<file path="src/hw/rtl/stereo_feedback_delay_defines.svh">
// assertion macros for the stereo feedback delay block
// no dependencies; included by the top level only
`ifndef STEREO_FEEDBACK_DELAY_DEFINES_SVH
`define STEREO_FEEDBACK_DELAY_DEFINES_SVH

`ifndef NO_ASSERTIONS

// plain property, checked at every clock edge outside reset
`define SFD_ASSERT(lbl, clk, rst_n, prop, msg) \
  lbl: assert property (@(posedge clk) disable iff (!rst_n) (prop)) else $error(msg);

// overlapping implication, checked at every clock edge outside reset
`define SFD_ASSERT_IMPL(lbl, clk, rst_n, ante, cons, msg) \
  lbl: assert property (@(posedge clk) disable iff (!rst_n) (ante) |-> (cons)) else $error(msg);

`else

`define SFD_ASSERT(lbl, clk, rst_n, prop, msg)
`define SFD_ASSERT_IMPL(lbl, clk, rst_n, ante, cons, msg)

`endif

`endif

</file>
<file path="src/hw/rtl/sfd_pkg.sv">
// shared types and constants of the stereo feedback delay
// no dependencies; used by every module of the block but sfd_ram
`timescale 1ns / 1ps
`default_nettype none

package sfd_pkg;

  // delay line geometry
  localparam int unsigned DelayDepth = 65536;
  localparam int unsigned AddrW      = $clog2(DelayDepth);
  localparam int unsigned SampleW    = 16;
  localparam int unsigned MemW       = 2 * SampleW;

  // control word formats
  localparam int unsigned FracW      = 17;  // delay fraction, 0..65536
  localparam int unsigned GainW      = 16;  // Q1.15 gain, 0..32768

  // configuration register widths
  localparam int unsigned DelayBaseW = 17;
  localparam int unsigned DelayOffW  = 18;
  localparam int unsigned GainBaseW  = 16;
  localparam int unsigned GainOffW   = 17;
  localparam int unsigned CfgDataW   = 18;
  localparam int unsigned CfgIdxW    = 3;

  // reset values of the configuration registers
  localparam logic [DelayBaseW-1:0] DelayBaseRst = DelayBaseW'(16384);
  localparam logic [GainBaseW-1:0]  GainBaseRst  = GainBaseW'(16384);

  typedef logic [AddrW-1:0] addr_t;

  // configuration register indexes
  typedef enum logic [CfgIdxW-1:0] {
    CfgDelayBase   = 3'd0,
    CfgDelayOffset = 3'd1,
    CfgFbBase      = 3'd2,
    CfgFbOffset    = 3'd3,
    CfgMixBase     = 3'd4,
    CfgMixOffset   = 3'd5
  } cfg_idx_e;

  // request payloads
  typedef struct packed {
    logic signed [SampleW-1:0] in_left;
    logic signed [SampleW-1:0] in_right;
  } sfd_in_t;

  typedef struct packed {
    logic signed [SampleW-1:0] out_left;
    logic signed [SampleW-1:0] out_right;
  } sfd_out_t;

  // derived controls from the register file
  typedef struct packed {
    addr_t             delay;
    logic [GainW-1:0]  fb;
    logic [GainW-1:0]  mx;
  } sfd_ctl_t;

endpackage

`default_nettype wire

</file>
<file path="src/hw/rtl/sfd_cfg.sv">
// configuration registers and derived delay, feedback and mix controls
// depends on sfd_pkg
`timescale 1ns / 1ps
`default_nettype none

module sfd_cfg (
  input  wire logic                          clk_i,
  input  wire logic                          rst_ni,
  input  wire logic                          cfg_we_i,
  input  wire logic [sfd_pkg::CfgIdxW-1:0]   cfg_idx_i,
  input  wire logic [sfd_pkg::CfgDataW-1:0]  cfg_wdata_i,
  output      sfd_pkg::sfd_ctl_t             ctl_o
);

  localparam int unsigned DelaySumW = sfd_pkg::DelayOffW + 1;
  localparam int unsigned GainSumW  = sfd_pkg::GainOffW + 1;
  localparam int unsigned ProdW     = sfd_pkg::FracW + $clog2(sfd_pkg::DelayDepth + 1);
  localparam logic [sfd_pkg::GainW-1:0] GainOne = sfd_pkg::GainW'(32768);
  localparam logic [sfd_pkg::FracW-1:0] FracOne = sfd_pkg::FracW'(65536);

  logic [sfd_pkg::DelayBaseW-1:0] delay_base_q;
  logic [sfd_pkg::DelayOffW-1:0]  delay_off_q;
  logic [sfd_pkg::GainBaseW-1:0]  fb_base_q;
  logic [sfd_pkg::GainOffW-1:0]   fb_off_q;
  logic [sfd_pkg::GainBaseW-1:0]  mix_base_q;
  logic [sfd_pkg::GainOffW-1:0]   mix_off_q;

  logic signed [DelaySumW-1:0]    delay_sum;
  logic [sfd_pkg::FracW-1:0]      frac;
  logic [ProdW-1:0]               delay_prod;
  logic [ProdW-1:0]               delay_wide;

  // base plus signed offset, clamped to 0..one
  function automatic logic [sfd_pkg::GainW-1:0] clamp_gain(
    input logic [sfd_pkg::GainBaseW-1:0] base,
    input logic [sfd_pkg::GainOffW-1:0]  off
  );
    logic signed [GainSumW-1:0] sum;
    logic [sfd_pkg::GainW-1:0]  res;
    sum = $signed({2'b00, base}) + $signed({off[sfd_pkg::GainOffW-1], off});
    if (sum < 0) begin
      res = '0;
    end else if (sum > $signed(GainSumW'(GainOne))) begin
      res = GainOne;
    end else begin
      res = sum[sfd_pkg::GainW-1:0];
    end
    return res;
  endfunction

  // register writes; unknown indexes are dropped
  always_ff @(posedge clk_i or negedge rst_ni) begin
    if (!rst_ni) begin
      delay_base_q <= sfd_pkg::DelayBaseRst;
      delay_off_q  <= '0;
      fb_base_q    <= sfd_pkg::GainBaseRst;
      fb_off_q     <= '0;
      mix_base_q   <= sfd_pkg::GainBaseRst;
      mix_off_q    <= '0;
    end else if (cfg_we_i) begin
      unique case (sfd_pkg::cfg_idx_e'(cfg_idx_i))
        sfd_pkg::CfgDelayBase:   delay_base_q <= cfg_wdata_i[sfd_pkg::DelayBaseW-1:0];
        sfd_pkg::CfgDelayOffset: delay_off_q  <= cfg_wdata_i[sfd_pkg::DelayOffW-1:0];
        sfd_pkg::CfgFbBase:      fb_base_q    <= cfg_wdata_i[sfd_pkg::GainBaseW-1:0];
        sfd_pkg::CfgFbOffset:    fb_off_q     <= cfg_wdata_i[sfd_pkg::GainOffW-1:0];
        sfd_pkg::CfgMixBase:     mix_base_q   <= cfg_wdata_i[sfd_pkg::GainBaseW-1:0];
        sfd_pkg::CfgMixOffset:   mix_off_q    <= cfg_wdata_i[sfd_pkg::GainOffW-1:0];
        default: ;
      endcase
    end
  end

  // delay fraction clamp, scale to the buffer, limit to depth minus one; gains
  always_comb begin
    delay_sum = $signed({2'b00, delay_base_q}) +
                $signed({delay_off_q[sfd_pkg::DelayOffW-1], delay_off_q});
    if (delay_sum < 0) begin
      frac = '0;
    end else if (delay_sum > $signed(DelaySumW'(FracOne))) begin
      frac = FracOne;
    end else begin
      frac = delay_sum[sfd_pkg::FracW-1:0];
    end
    delay_prod = ProdW'(frac) * ProdW'(sfd_pkg::DelayDepth);
    delay_wide = delay_prod >> 16;
    if (delay_wide > ProdW'(sfd_pkg::DelayDepth - 1)) begin
      ctl_o.delay = sfd_pkg::AddrW'(sfd_pkg::DelayDepth - 1);
    end else begin
      ctl_o.delay = delay_wide[sfd_pkg::AddrW-1:0];
    end
    ctl_o.fb = clamp_gain(fb_base_q, fb_off_q);
    ctl_o.mx = clamp_gain(mix_base_q, mix_off_q);
  end

endmodule

`default_nettype wire

</file>
<file path="config.mk">
export PLATFORM = sky130hd
export DESIGN_NAME = sfd_cfg
export DESIGN_NICKNAME = d
export VERILOG_FILES = /design/src/hw/rtl/stereo_feedback_delay_defines.svh /design/src/hw/rtl/sfd_pkg.sv /design/src/hw/rtl/sfd_cfg.sv
export SDC_FILE = /design/constraint.sdc
export NUM_CORES = 1
export LEC_CHECK = 0
export ABC_AREA = 1
export BUFFER_PORTS_ARGS = -buffer_cell sky130_fd_sc_hd__buf_2
export CELL_PAD_IN_SITES_DETAIL_PLACEMENT = 1
export CELL_PAD_IN_SITES_GLOBAL_PLACEMENT = 1
export CORE_MARGIN = 2
export CORE_UTILIZATION = 25
export DETAILED_ROUTE_END_ITERATION = 10
export PLACE_DENSITY = 0.55
export SYNTH_ARGS = -nofsm -noshare
export SYNTH_HDL_FRONTEND = slang
export SYNTH_SLANG_ARGS = --single-unit
</file>
<file path="constraint.sdc">
create_clock -name clk_i -period 7.07 [get_ports clk_i]
set_input_delay 1.0605 -clock clk_i [delete_from_list [all_inputs] [get_ports clk_i]]
set_output_delay 1.0605 -clock clk_i [all_outputs]
set_load 0.02 [all_outputs]
</file>
==> flow_summary.toml, run 1 <==
[status]
status = "finished clean"

[floorplan]
start_util_pct = 25.4
core_region_area_um2 = 29700
io_pins = 72
row_count = 63
die-area_um2 = 31600
die_y_um = 178
die_w_um = 178

[clocking]
cts_hold_buf = 0
cts_tree = "done"
post_cts_resized = 0
htreeDepth = 3
clockRootBuffer = "clkbuf_16"
clock-sinks = 101
post_cts_buffers = 0
clk_latency_ns = 0.35
numCtsBuffers = 9
clk_pin_slew_ns = 0.07
cts_buffer_depth = 2

[sta]
rsz0062_at_grt = "no"
final_hold_viol_count = 0
final_max_slew_viol_count = 0
fin_skew_ns = 0
final.period_utilization_pct = 58.1
slew-limit-headroom_pct = 23.2
setup_viol = 0
tightest_slew_ns = 1.15
final.min_clock_period_ns = 4.11
tns_ns = 0
fmax_mhz = 243
fin_ws_ns = 2.96

[global_routing]
grt_overflow = 0
grt_pass1_vias = 7082
grt_first_pass_wirelength_mm = 37.4
grt_max_degree = 74
grt_use_total_pct = 15.0
antenna_found_initial = 0

[pwr]
vdd_ir_drop_max_v = 0.000137
power_density_nw_per_um2 = 328
p_leak_nw = 4.87

[synth]
seq_area_frac_synth_pct = 33.5
syn-num-nets = 1217
yosysWarnings = 0
synth_area_leaders = "dfrtp_1 32%, nand2_1 21%, inv_1 9.0%"
synthArstFlopShare_pct = 100
synth_most_common_cell = "nand2_1"
syn-cell-area_um2 = 7560
synth_edf_count = 0
yosysTopAreaCell = "dfrtp_1"
ys_seq_elements = 101
yosysUniqueCellTypes = 38
yosysTopAreaCellShare_pct = 32.5
synthTopCellsByCount = "413 x nand2_1, 181 x inv_1, 108 x o21ai_0, 98 x dfrtp_1, 61 x nor2_1"
synthFlopType = "dfrtp_1"
avgSynthCellArea_um2 = 6.62
syn_inst = 1141

[detailed_routing]
routed_wl_mm = 22.8
viasPerCell = 4.38
vias = 6998
ant_nets = 0
firstDrtPassIters = 4
drc_errors = 0
wl_per_cell_um = 14.3
drtIter0Drc = 275

[place]
dp_hpwl_mm = 18.6
portBuffers = 71
pre_cts_slack_ns = 3.27
place.gp.congestion = 0.793

[layout]
drive_gt1_share_pct = 11.4
area_growth_syn_to_layout_pct = 14.0
seqCellArea_um2 = 2530
nFillCells = 3824
multiInputGateArea_um2 = 4200
nNetsFinal = 1277
final_util_pct = 29.0

[worst_setup_path]
worstPathMaxFanout = 15
critPathLaunchType = "flip-flop"
cp-end-kind = "output pin"
path_class = "flip-flop to output pin"
crit_required_ns = 6.01
crit_arrival_ns = 3.05

[flow_run]
cap_violations = 0

[hold_path]
hp-class = "flip-flop to flip-flop"
## layout by cell type, fill, tap and decap left out, drive strengths merged, types with 3 or more instances in the layout
cell type  Yosys  final
xor2          10     10
dfrtp         98     98
a21oi         39     39
xnor2          8      8
o21ai        109    109
dfstp          3      3
nor2          74     74
and2           6      6
inv          186    188
nand4         18     18
clkbuf        20     11
nand3         60     60
nand3b         9      9
buf            5     74
fa             3      3
ha            49     49
nand2        431    431
nor3           4      4
## final timing paths
path                            depth (start not counted)  slack, ns       startpoint         endpoint
worst min-delay path                                    2       0.49      fb_off_q[4]      fb_off_q[4]
min in group asynchronous                               1       0.64           rst_ni     fb_off_q[12]
worst max register to register                          1       6.23  delay_off_q[17]  delay_off_q[17]
worst max-delay path                                   16       2.96     fb_base_q[0]        ctl_o[16]
worst min register to register                          2       0.49      fb_off_q[4]      fb_off_q[4]
max in group asynchronous                               2       5.09           rst_ni      fb_off_q[2]
## cell type report
type / instances / share of cell area (%)
flip-flops and latches: 101 / 29.4
clock buffers: 11 / 2.82
repair buffers: 74 / 4.42
well taps: 390 / 5.67
multi-input cells: 829 / 48.8
diodes: 1 / 0.0291
clock inverters: 5 / 0.785
inverters: 186 / 8.11
## critical path, cell delays in order, from the launching register on
cell and delay [ns]:
dfrtp_1 0.39, ha_1 0.28, fa_1 0.48, nand3_1 0.14
nand2_1 0.12, nand2_1 0.10, nand2_1 0.08, nand2_1 0.09
nand3_1 0.07, nand2_1 0.11, nand2_1 0.05, inv_1 0.05
nand4_1 0.10, nand2_2 0.30, nand2_1 0.10, nor2_1 0.09
buf_2 0.16
## stage by stage
step	std cells	instance area [um2]	total power [mW]	hold WS (ns)
final	1597	8610	2.82	0.490
after detailed placement	1580	8300	2.34	0.478
after global placement	1580	8300	2.32	0.470
after floorplan	1141	7560	1.91	0.457
after CTS	1596	8610	2.88	0.494
after global routing	1596	8610	3.12	0.522
## metal layers
metal	part of all wire (%)	wire length (um)	GRT usage [%]	up-vias
met5	0	0	0	-
met4	1.2	276	3.07	0
met3	2.5	567	1.82	12
met2	46	10500	25.5	70
met1	50	11500	20.5	3229
li1	-	-	-	3687
## state kept, by name, summed over array words and instances (netlist names)
register	flops
mix_base_q	16
fb_base_q	16
mix_off_q	17
delay_base_q	17
fb_off_q	17
delay_off_q	18
## cells by family after synthesis
logic type               Yosys count  share of synthesized area [%]
flip-flops                       101                           33.5
AO/OA/AOI/OAI                    156                           10.8
multiplexers                       1                          0.149
buffers and inverters            211                           10.9
XOR/XNOR                          18                           2.19
AND/OR/NAND/NOR                  602                           33.5
adder cells (fa/ha/maj)           52                           8.91
## where the power goes
part	leakage [nW]	internal, mW	switching [mW]	total (mW)
logic	3.46	0.513	1.02	1.53
registers	1.26	0.689	0.0748	0.763
clock network	0.146	0.290	0.233	0.523
total	4.87	1.49	1.33	2.82
Power figures use the tool's default switching activity.
==> inputs of run 2 (changes only) <==
clock period = 4.1 ns   (was 7.07 ns; I/O delays follow)
==> run 2 against run 1 <==
Against the previous run: global-route usage up 0.15 points; register-to-register slack worse by 3.0 ns; via count up 0.13%; non-clock buffer count up 2; combinational power up 73%; setup slack worse by 2.5 ns; hold slack worse by 0.17 ns; largest cell class unchanged.
==> flow_summary.toml, run 2 (same netlist as run 1, synthesis figures left out) <==
[layout]
nFillCells = 3846
regMostFlops = "delay_off_q"
nNetsFinal = 1279
mostFrequentLayoutCells = "413 x nand2_1, 181 x inv_1, 108 x o21ai_0"
seqCellArea_um2 = 2530
multiInputGateArea_um2 = 4200
area_growth_syn_to_layout_pct = 13.7
final_common_cell = "nand2_1"
diodes = 0
largest_register_ff_count = 18
final_util_pct = 28.9
fin_cells = 1598
drive_gt1_share_pct = 11.4

[detailed_routing]
vias = 7007
wl_per_cell_um = 14.2
firstDrtPassIters = 4
routed_wl_mm = 22.6
viasPerCell = 4.38
drc_errors = 0
drtIter0Drc = 216
ant_nets = 0

[place]
dp_hpwl_mm = 18.5
pre_cts_slack_ns = 0.724
place.gp.congestion = 0.800
portBuffers = 71
dp_cells = 1582

[clocking]
cts_buffer_depth = 2
post_cts_resized = 0
clk_pin_slew_ns = 0.08
cts_tree = "done"
clk_latency_ns = 0.35
numCtsBuffers = 9
clockRootBuffer = "clkbuf_16"
post_cts_buffers = 0
clock-sinks = 101
htreeDepth = 3
cts_hold_buf = 0

[worst_setup_path]
worstPathMaxFanout = 15
crit_required_ns = 3.48
r2r_slack_ns = 3.26
rr_worst_depth = 1
path_class = "flip-flop to output pin"
critPathLaunchType = "flip-flop"
cp-end-kind = "output pin"
crit_arrival_ns = 3.06
r2r-start = "delay_off_q[17]"
r2r_end = "delay_off_q[17]"

[sta]
slew-limit-headroom_pct = 21.2
tightest_slew_ns = 1.18
final_max_slew_viol_count = 0
setup_viol = 0
final.period_utilization_pct = 89.7
final.min_clock_period_ns = 3.68
fin_ws_ns = 0.423
fmax_mhz = 272
fin_skew_ns = 0
tns_ns = 0
final_hold_viol_count = 0
rsz0062_at_grt = "no"

[floorplan]
die_y_um = 178
die-area_um2 = 31600
io_pins = 72
start_util_pct = 25.4
die_w_um = 178
core_region_area_um2 = 29700
row_count = 63

[global_routing]
groute.layer.met3.usage_pct = 1.99
grt_pass1_vias = 7213
grt_overflow = 0
antenna_found_initial = 0
grt_use_total_pct = 15.2
grt_max_degree = 54
grt_first_pass_wirelength_mm = 38.0
use_met1_pct = 20.7
use_met2_pct = 25.9
grt-busiest-layer = "met2"

[pwr]
p_leak_nw = 4.86
vdd_ir_drop_max_v = 0.000221
power_density_nw_per_um2 = 558

[flow_run]
cap_violations = 0

[hold_path]
hp-class = "primary input to async pin"

[status]
status = "finished clean"
run 2: changes by cell type in the layout (fill, tap and decap cells not counted), sizes merged:
cell,delta
buf,+2
diode,-1
clkinv,+1
bufinv,-1
run 2: cell type report:
| class | count | area share, % |
|---|---|---|
| Clock buffer | 11 | 2.71 |
| Clock inverter | 5 | 0.510 |
| Inverter | 186 | 8.13 |
| Multi-Input combinational cell | 829 | 48.9 |
| Sequential cell | 101 | 29.5 |
| Tap cell | 390 | 5.68 |
| Timing Repair Buffer | 76 | 4.60 |
run 2: worst max-delay path by stage:
stage | start | end | depth (start not counted)
6_report | fb_base_q[0] | ctl_o[17] | 16
3_5_place_dp | fb_base_q[0] | ctl_o[17] | 16
5_1_grt | mix_base_q[0] | ctl_o[9] | 16
3_3_place_gp | fb_base_q[0] | ctl_o[17] | 16
4_1_cts | fb_base_q[0] | ctl_o[17] | 16
2_1_floorplan | mix_base_q[0] | ctl_o[10] | 16
run 2: power by group:
group	internal (mW)	switching (mW)	total, mW
clock	0.421	0.419	0.840
sequential	1.19	0.127	1.31
combinational	0.885	1.75	2.64
run 2: worst max-delay path, stage by stage (launching register included):
cell	delay (ns)
dfrtp_1	0.38
ha_1	0.28
fa_1	0.49
nand3_1	0.13
nand2_1	0.11
nand2_1	0.10
nand2_1	0.07
nand2_1	0.08
nand3_1	0.07
nand2_1	0.11
nand2_1	0.06
inv_1	0.05
nand4_1	0.10
nand2_2	0.30
nand2_1	0.09
nor2_1	0.11
buf_2	0.17
run 2: stage by stage:
step	hold slack (ns)	area [um2]	power, mW
floorplan	0.319	7560	3.29
global placement	0.472	8310	3.99
detailed placement	0.480	8310	4.02
CTS	0.341	8590	4.89
global route	0.359	8590	5.31
finish	0.322	8590	4.79
run 2: metal layers:
metal	routed length (um)	part of all wire, %
met5	0	0
met4	201	0.89
met3	488	2.2
met2	10500	46
met1	11400	51
==> inputs of run 3 (changes only) <==
ABC_AREA = not set   (was 1)
PLACE_DENSITY = 0.51   (was 0.55)
==> run 3 against run 2 <==
Against the previous run: the flow now finishes with violations (setup timing); setup slack worse by 0.92 ns; synthesized cell count decreased by 43%; clock-buffer cell count decreased by 2; cell area rose by 5.0%; cell count decreased by 30%; register-to-register slack got worse by 0.19 ns; global-route usage shrank 1.1 points; critical endpoint is now ctl_o[5]; first-iteration DRC count down 4.2%; largest power group unchanged; non-clock buffer count is 59 higher; core utilization grew 4.6 points; highest routed layer unchanged; hold slack gained 0.12 ns.
==> flow_summary.toml, run 3 <==
[global_routing]
antenna_found_initial = 1
grt_use_total_pct = 14.1
grt_max_degree = 86
grt_first_pass_wirelength_mm = 32.1
grt_pass1_vias = 5977
grt_overflow = 0

[synth]
yosysTopAreaCell = "dfrtp_1"
syn-num-nets = 732
yosysTopAreaCellShare_pct = 35.8
syn-cell-area_um2 = 6850
yosysUniqueCellTypes = 66
seq_area_frac_synth_pct = 37.0
yosysWarnings = 0
synth_area_leaders = "dfrtp_1 36%, mux2_2 17%, ha_1 9.0%"
synth_most_common_cell = "mux2_2"
avgSynthCellArea_um2 = 10.4
synth_edf_count = 0
synthArstFlopShare_pct = 100
synthFlopType = "dfrtp_1"
ys_seq_elements = 101
syn_inst = 656
synthTopCellsByCount = "103 x mux2_2, 98 x dfrtp_1, 49 x ha_1, 47 x a21oi_1, 37 x nor2_1"

[detailed_routing]
firstDrtPassIters = 4
viasPerCell = 4.98
drtIter0Drc = 207
ant_nets = 0
drc_errors = 0
vias = 5609
routed_wl_mm = 20.0
wl_per_cell_um = 17.7

[clocking]
cts_buffer_depth = 2
cts_tree = "done"
numCtsBuffers = 9
clockRootBuffer = "clkbuf_16"
htreeDepth = 3
clk_pin_slew_ns = 0.08
clk_latency_ns = 0.35
clock-sinks = 101
cts_hold_buf = 0

[place]
place_area_um2 = 8110
dp_hpwl_mm = 15.4
pre_cts_slack_ns = -0.120
place.gp.congestion = 0.828
portBuffers = 71

[hold_path]
hp-class = "primary input to async pin"

[sta]
fin_ws_ns = -0.502
rsz0062_at_grt = "yes"
setup_viol = 12
fmax_mhz = 217
final.min_clock_period_ns = 4.60
tns_ns = -4.93
slew-limit-headroom_pct = 21.4
final.period_utilization_pct = 112
final_hold_viol_count = 0
tightest_slew_ns = 1.18
final_max_slew_viol_count = 0
fin_skew_ns = 0

[worst_setup_path]
crit_slowest_cell = "or4b_4"
cp_common_cell = "nor4b_4"
worstPathMaxFanout = 5
path_buf_inv = 2
crit_arrival_ns = 3.99
cp-end-kind = "output pin"
crit_family = "simple AND/OR/NAND/NOR gates"
critPathLaunchType = "flip-flop"
cp_slowest_stage_delay_ns = 0.51
crit_path_cell_trace = "ha_2 -> fa_2 -> a21o_1 -> a211oi_2 -> nor2_1 -> or4_4 -> or4b_4 -> nor4b_4 -> a31oi_4 -> buf_12 -> nor4b_4 -> buf_4"
crit_required_ns = 3.48
path_class = "flip-flop to output pin"

[flow_run]
cap_violations = 0

[floorplan]
io_pins = 72
start_util_pct = 25.4
core_region_area_um2 = 27000
die_y_um = 170
die-area_um2 = 28700
row_count = 60
die_w_um = 170

[layout]
regMostFlops = "delay_off_q"
largest_register_ff_count = 18
nFillCells = 2966
nNetsFinal = 855
final_util_pct = 33.5
drive_gt1_share_pct = 43.1
final_area_um2 = 9020
final_common_cell = "mux2_2"
area_growth_syn_to_layout_pct = 31.7
mostFrequentLayoutCells = "103 x mux2_2, 98 x dfrtp_1, 72 x buf_4"

[status]
violations = "setup timing"
status = "finished with violations"

[pwr]
vdd_ir_drop_max_v = 0.000227
p_leak_nw = 3.87
finalPower_mw = 6.61
power_density_nw_per_um2 = 733
-- run 3: cell types whose count changed in the layout (fill, tap and decap cells not counted), moves of 51 or more --
cell,change
nand2_1,-386
inv_1,-166
mux2_2,+102
o21ai_0,-87
buf_4,+66
nand3_1,-51
-- run 3: where the power goes --
| part | internal [mW] | total [mW] | switching [mW] |
|---|---|---|---|
| logic | 1.99 | 4.42 | 2.43 |
| clock network | 0.420 | 0.824 | 0.404 |
| registers | 1.22 | 1.36 | 0.143 |
-- run 3: cells by family after synthesis --
logic type / Yosys count / share of synthesized area (%)
adders and majority gates: 53 / 9.97
buffers and inverters: 38 / 2.32
xor gates and xnor gates: 32 / 4.09
AOI/OAI and AO/OA: 168 / 16.6
muxes: 105 / 17.2
and+or+nand+nor: 159 / 12.9
DFF: 101 / 37.0
-- run 3: metrics by stage --
stage	std cells	hold WS (ns)
floorplan	656	0.319
global placement	1092	0.494
detailed placement	1092	0.503
CTS	1115	0.482
global route	1125	0.491
finish	1126	0.442
-- run 3: final timing paths --
kind	startpoint	end	slack [ns]	cells past startpoint
max in group asynchronous	rst_ni	mix_base_q[7]	2.77	2
setup reg to reg	mix_off_q[0]	mix_off_q[0]	3.07	3
hold reg to reg	delay_off_q[11]	delay_off_q[11]	0.51	1
hold / removal	rst_ni	delay_base_q[12]	0.44	1
setup / recovery	mix_off_q[0]	ctl_o[5]	-0.50	12
min in group clk_i	cfg_wdata_i[17]	delay_off_q[17]	0.50	2
-- run 3: final cells by class --
class	count	area [um2]	area share (%)
clock inverter	7	56.3	0.624
timing repair buffer	135	1000	11.1
clock buffer	9	225	2.50
sequential	101	2530	28.1
multi-input combinational	517	4720	52.3
tap	341	427	4.73
inverter	15	56.3	0.624
antenna	1	2.50	0.0278
-- run 3: per-layer routing --
layer,global-route usage (%),part of all wire [%]
met1,18.0,46
met2,24.7,50
met3,1.82,1.9
met4,4.53,1.9
met5,0,0
-- run 3: worst reg2reg max path: cells and delay by family, from the launching register on --
kind,cells,cell delay (ns)
mux,1,0.26
buf+inv,2,0.25
flops,1,0.39
-- run 3: what timing repair did --
action	4_1_cts	5_1_grt
pin swaps	6	33
gates cloned	0	1
endpoints found under the setup margin	38	43
resized for setup	23	89
setup buffers	7	9
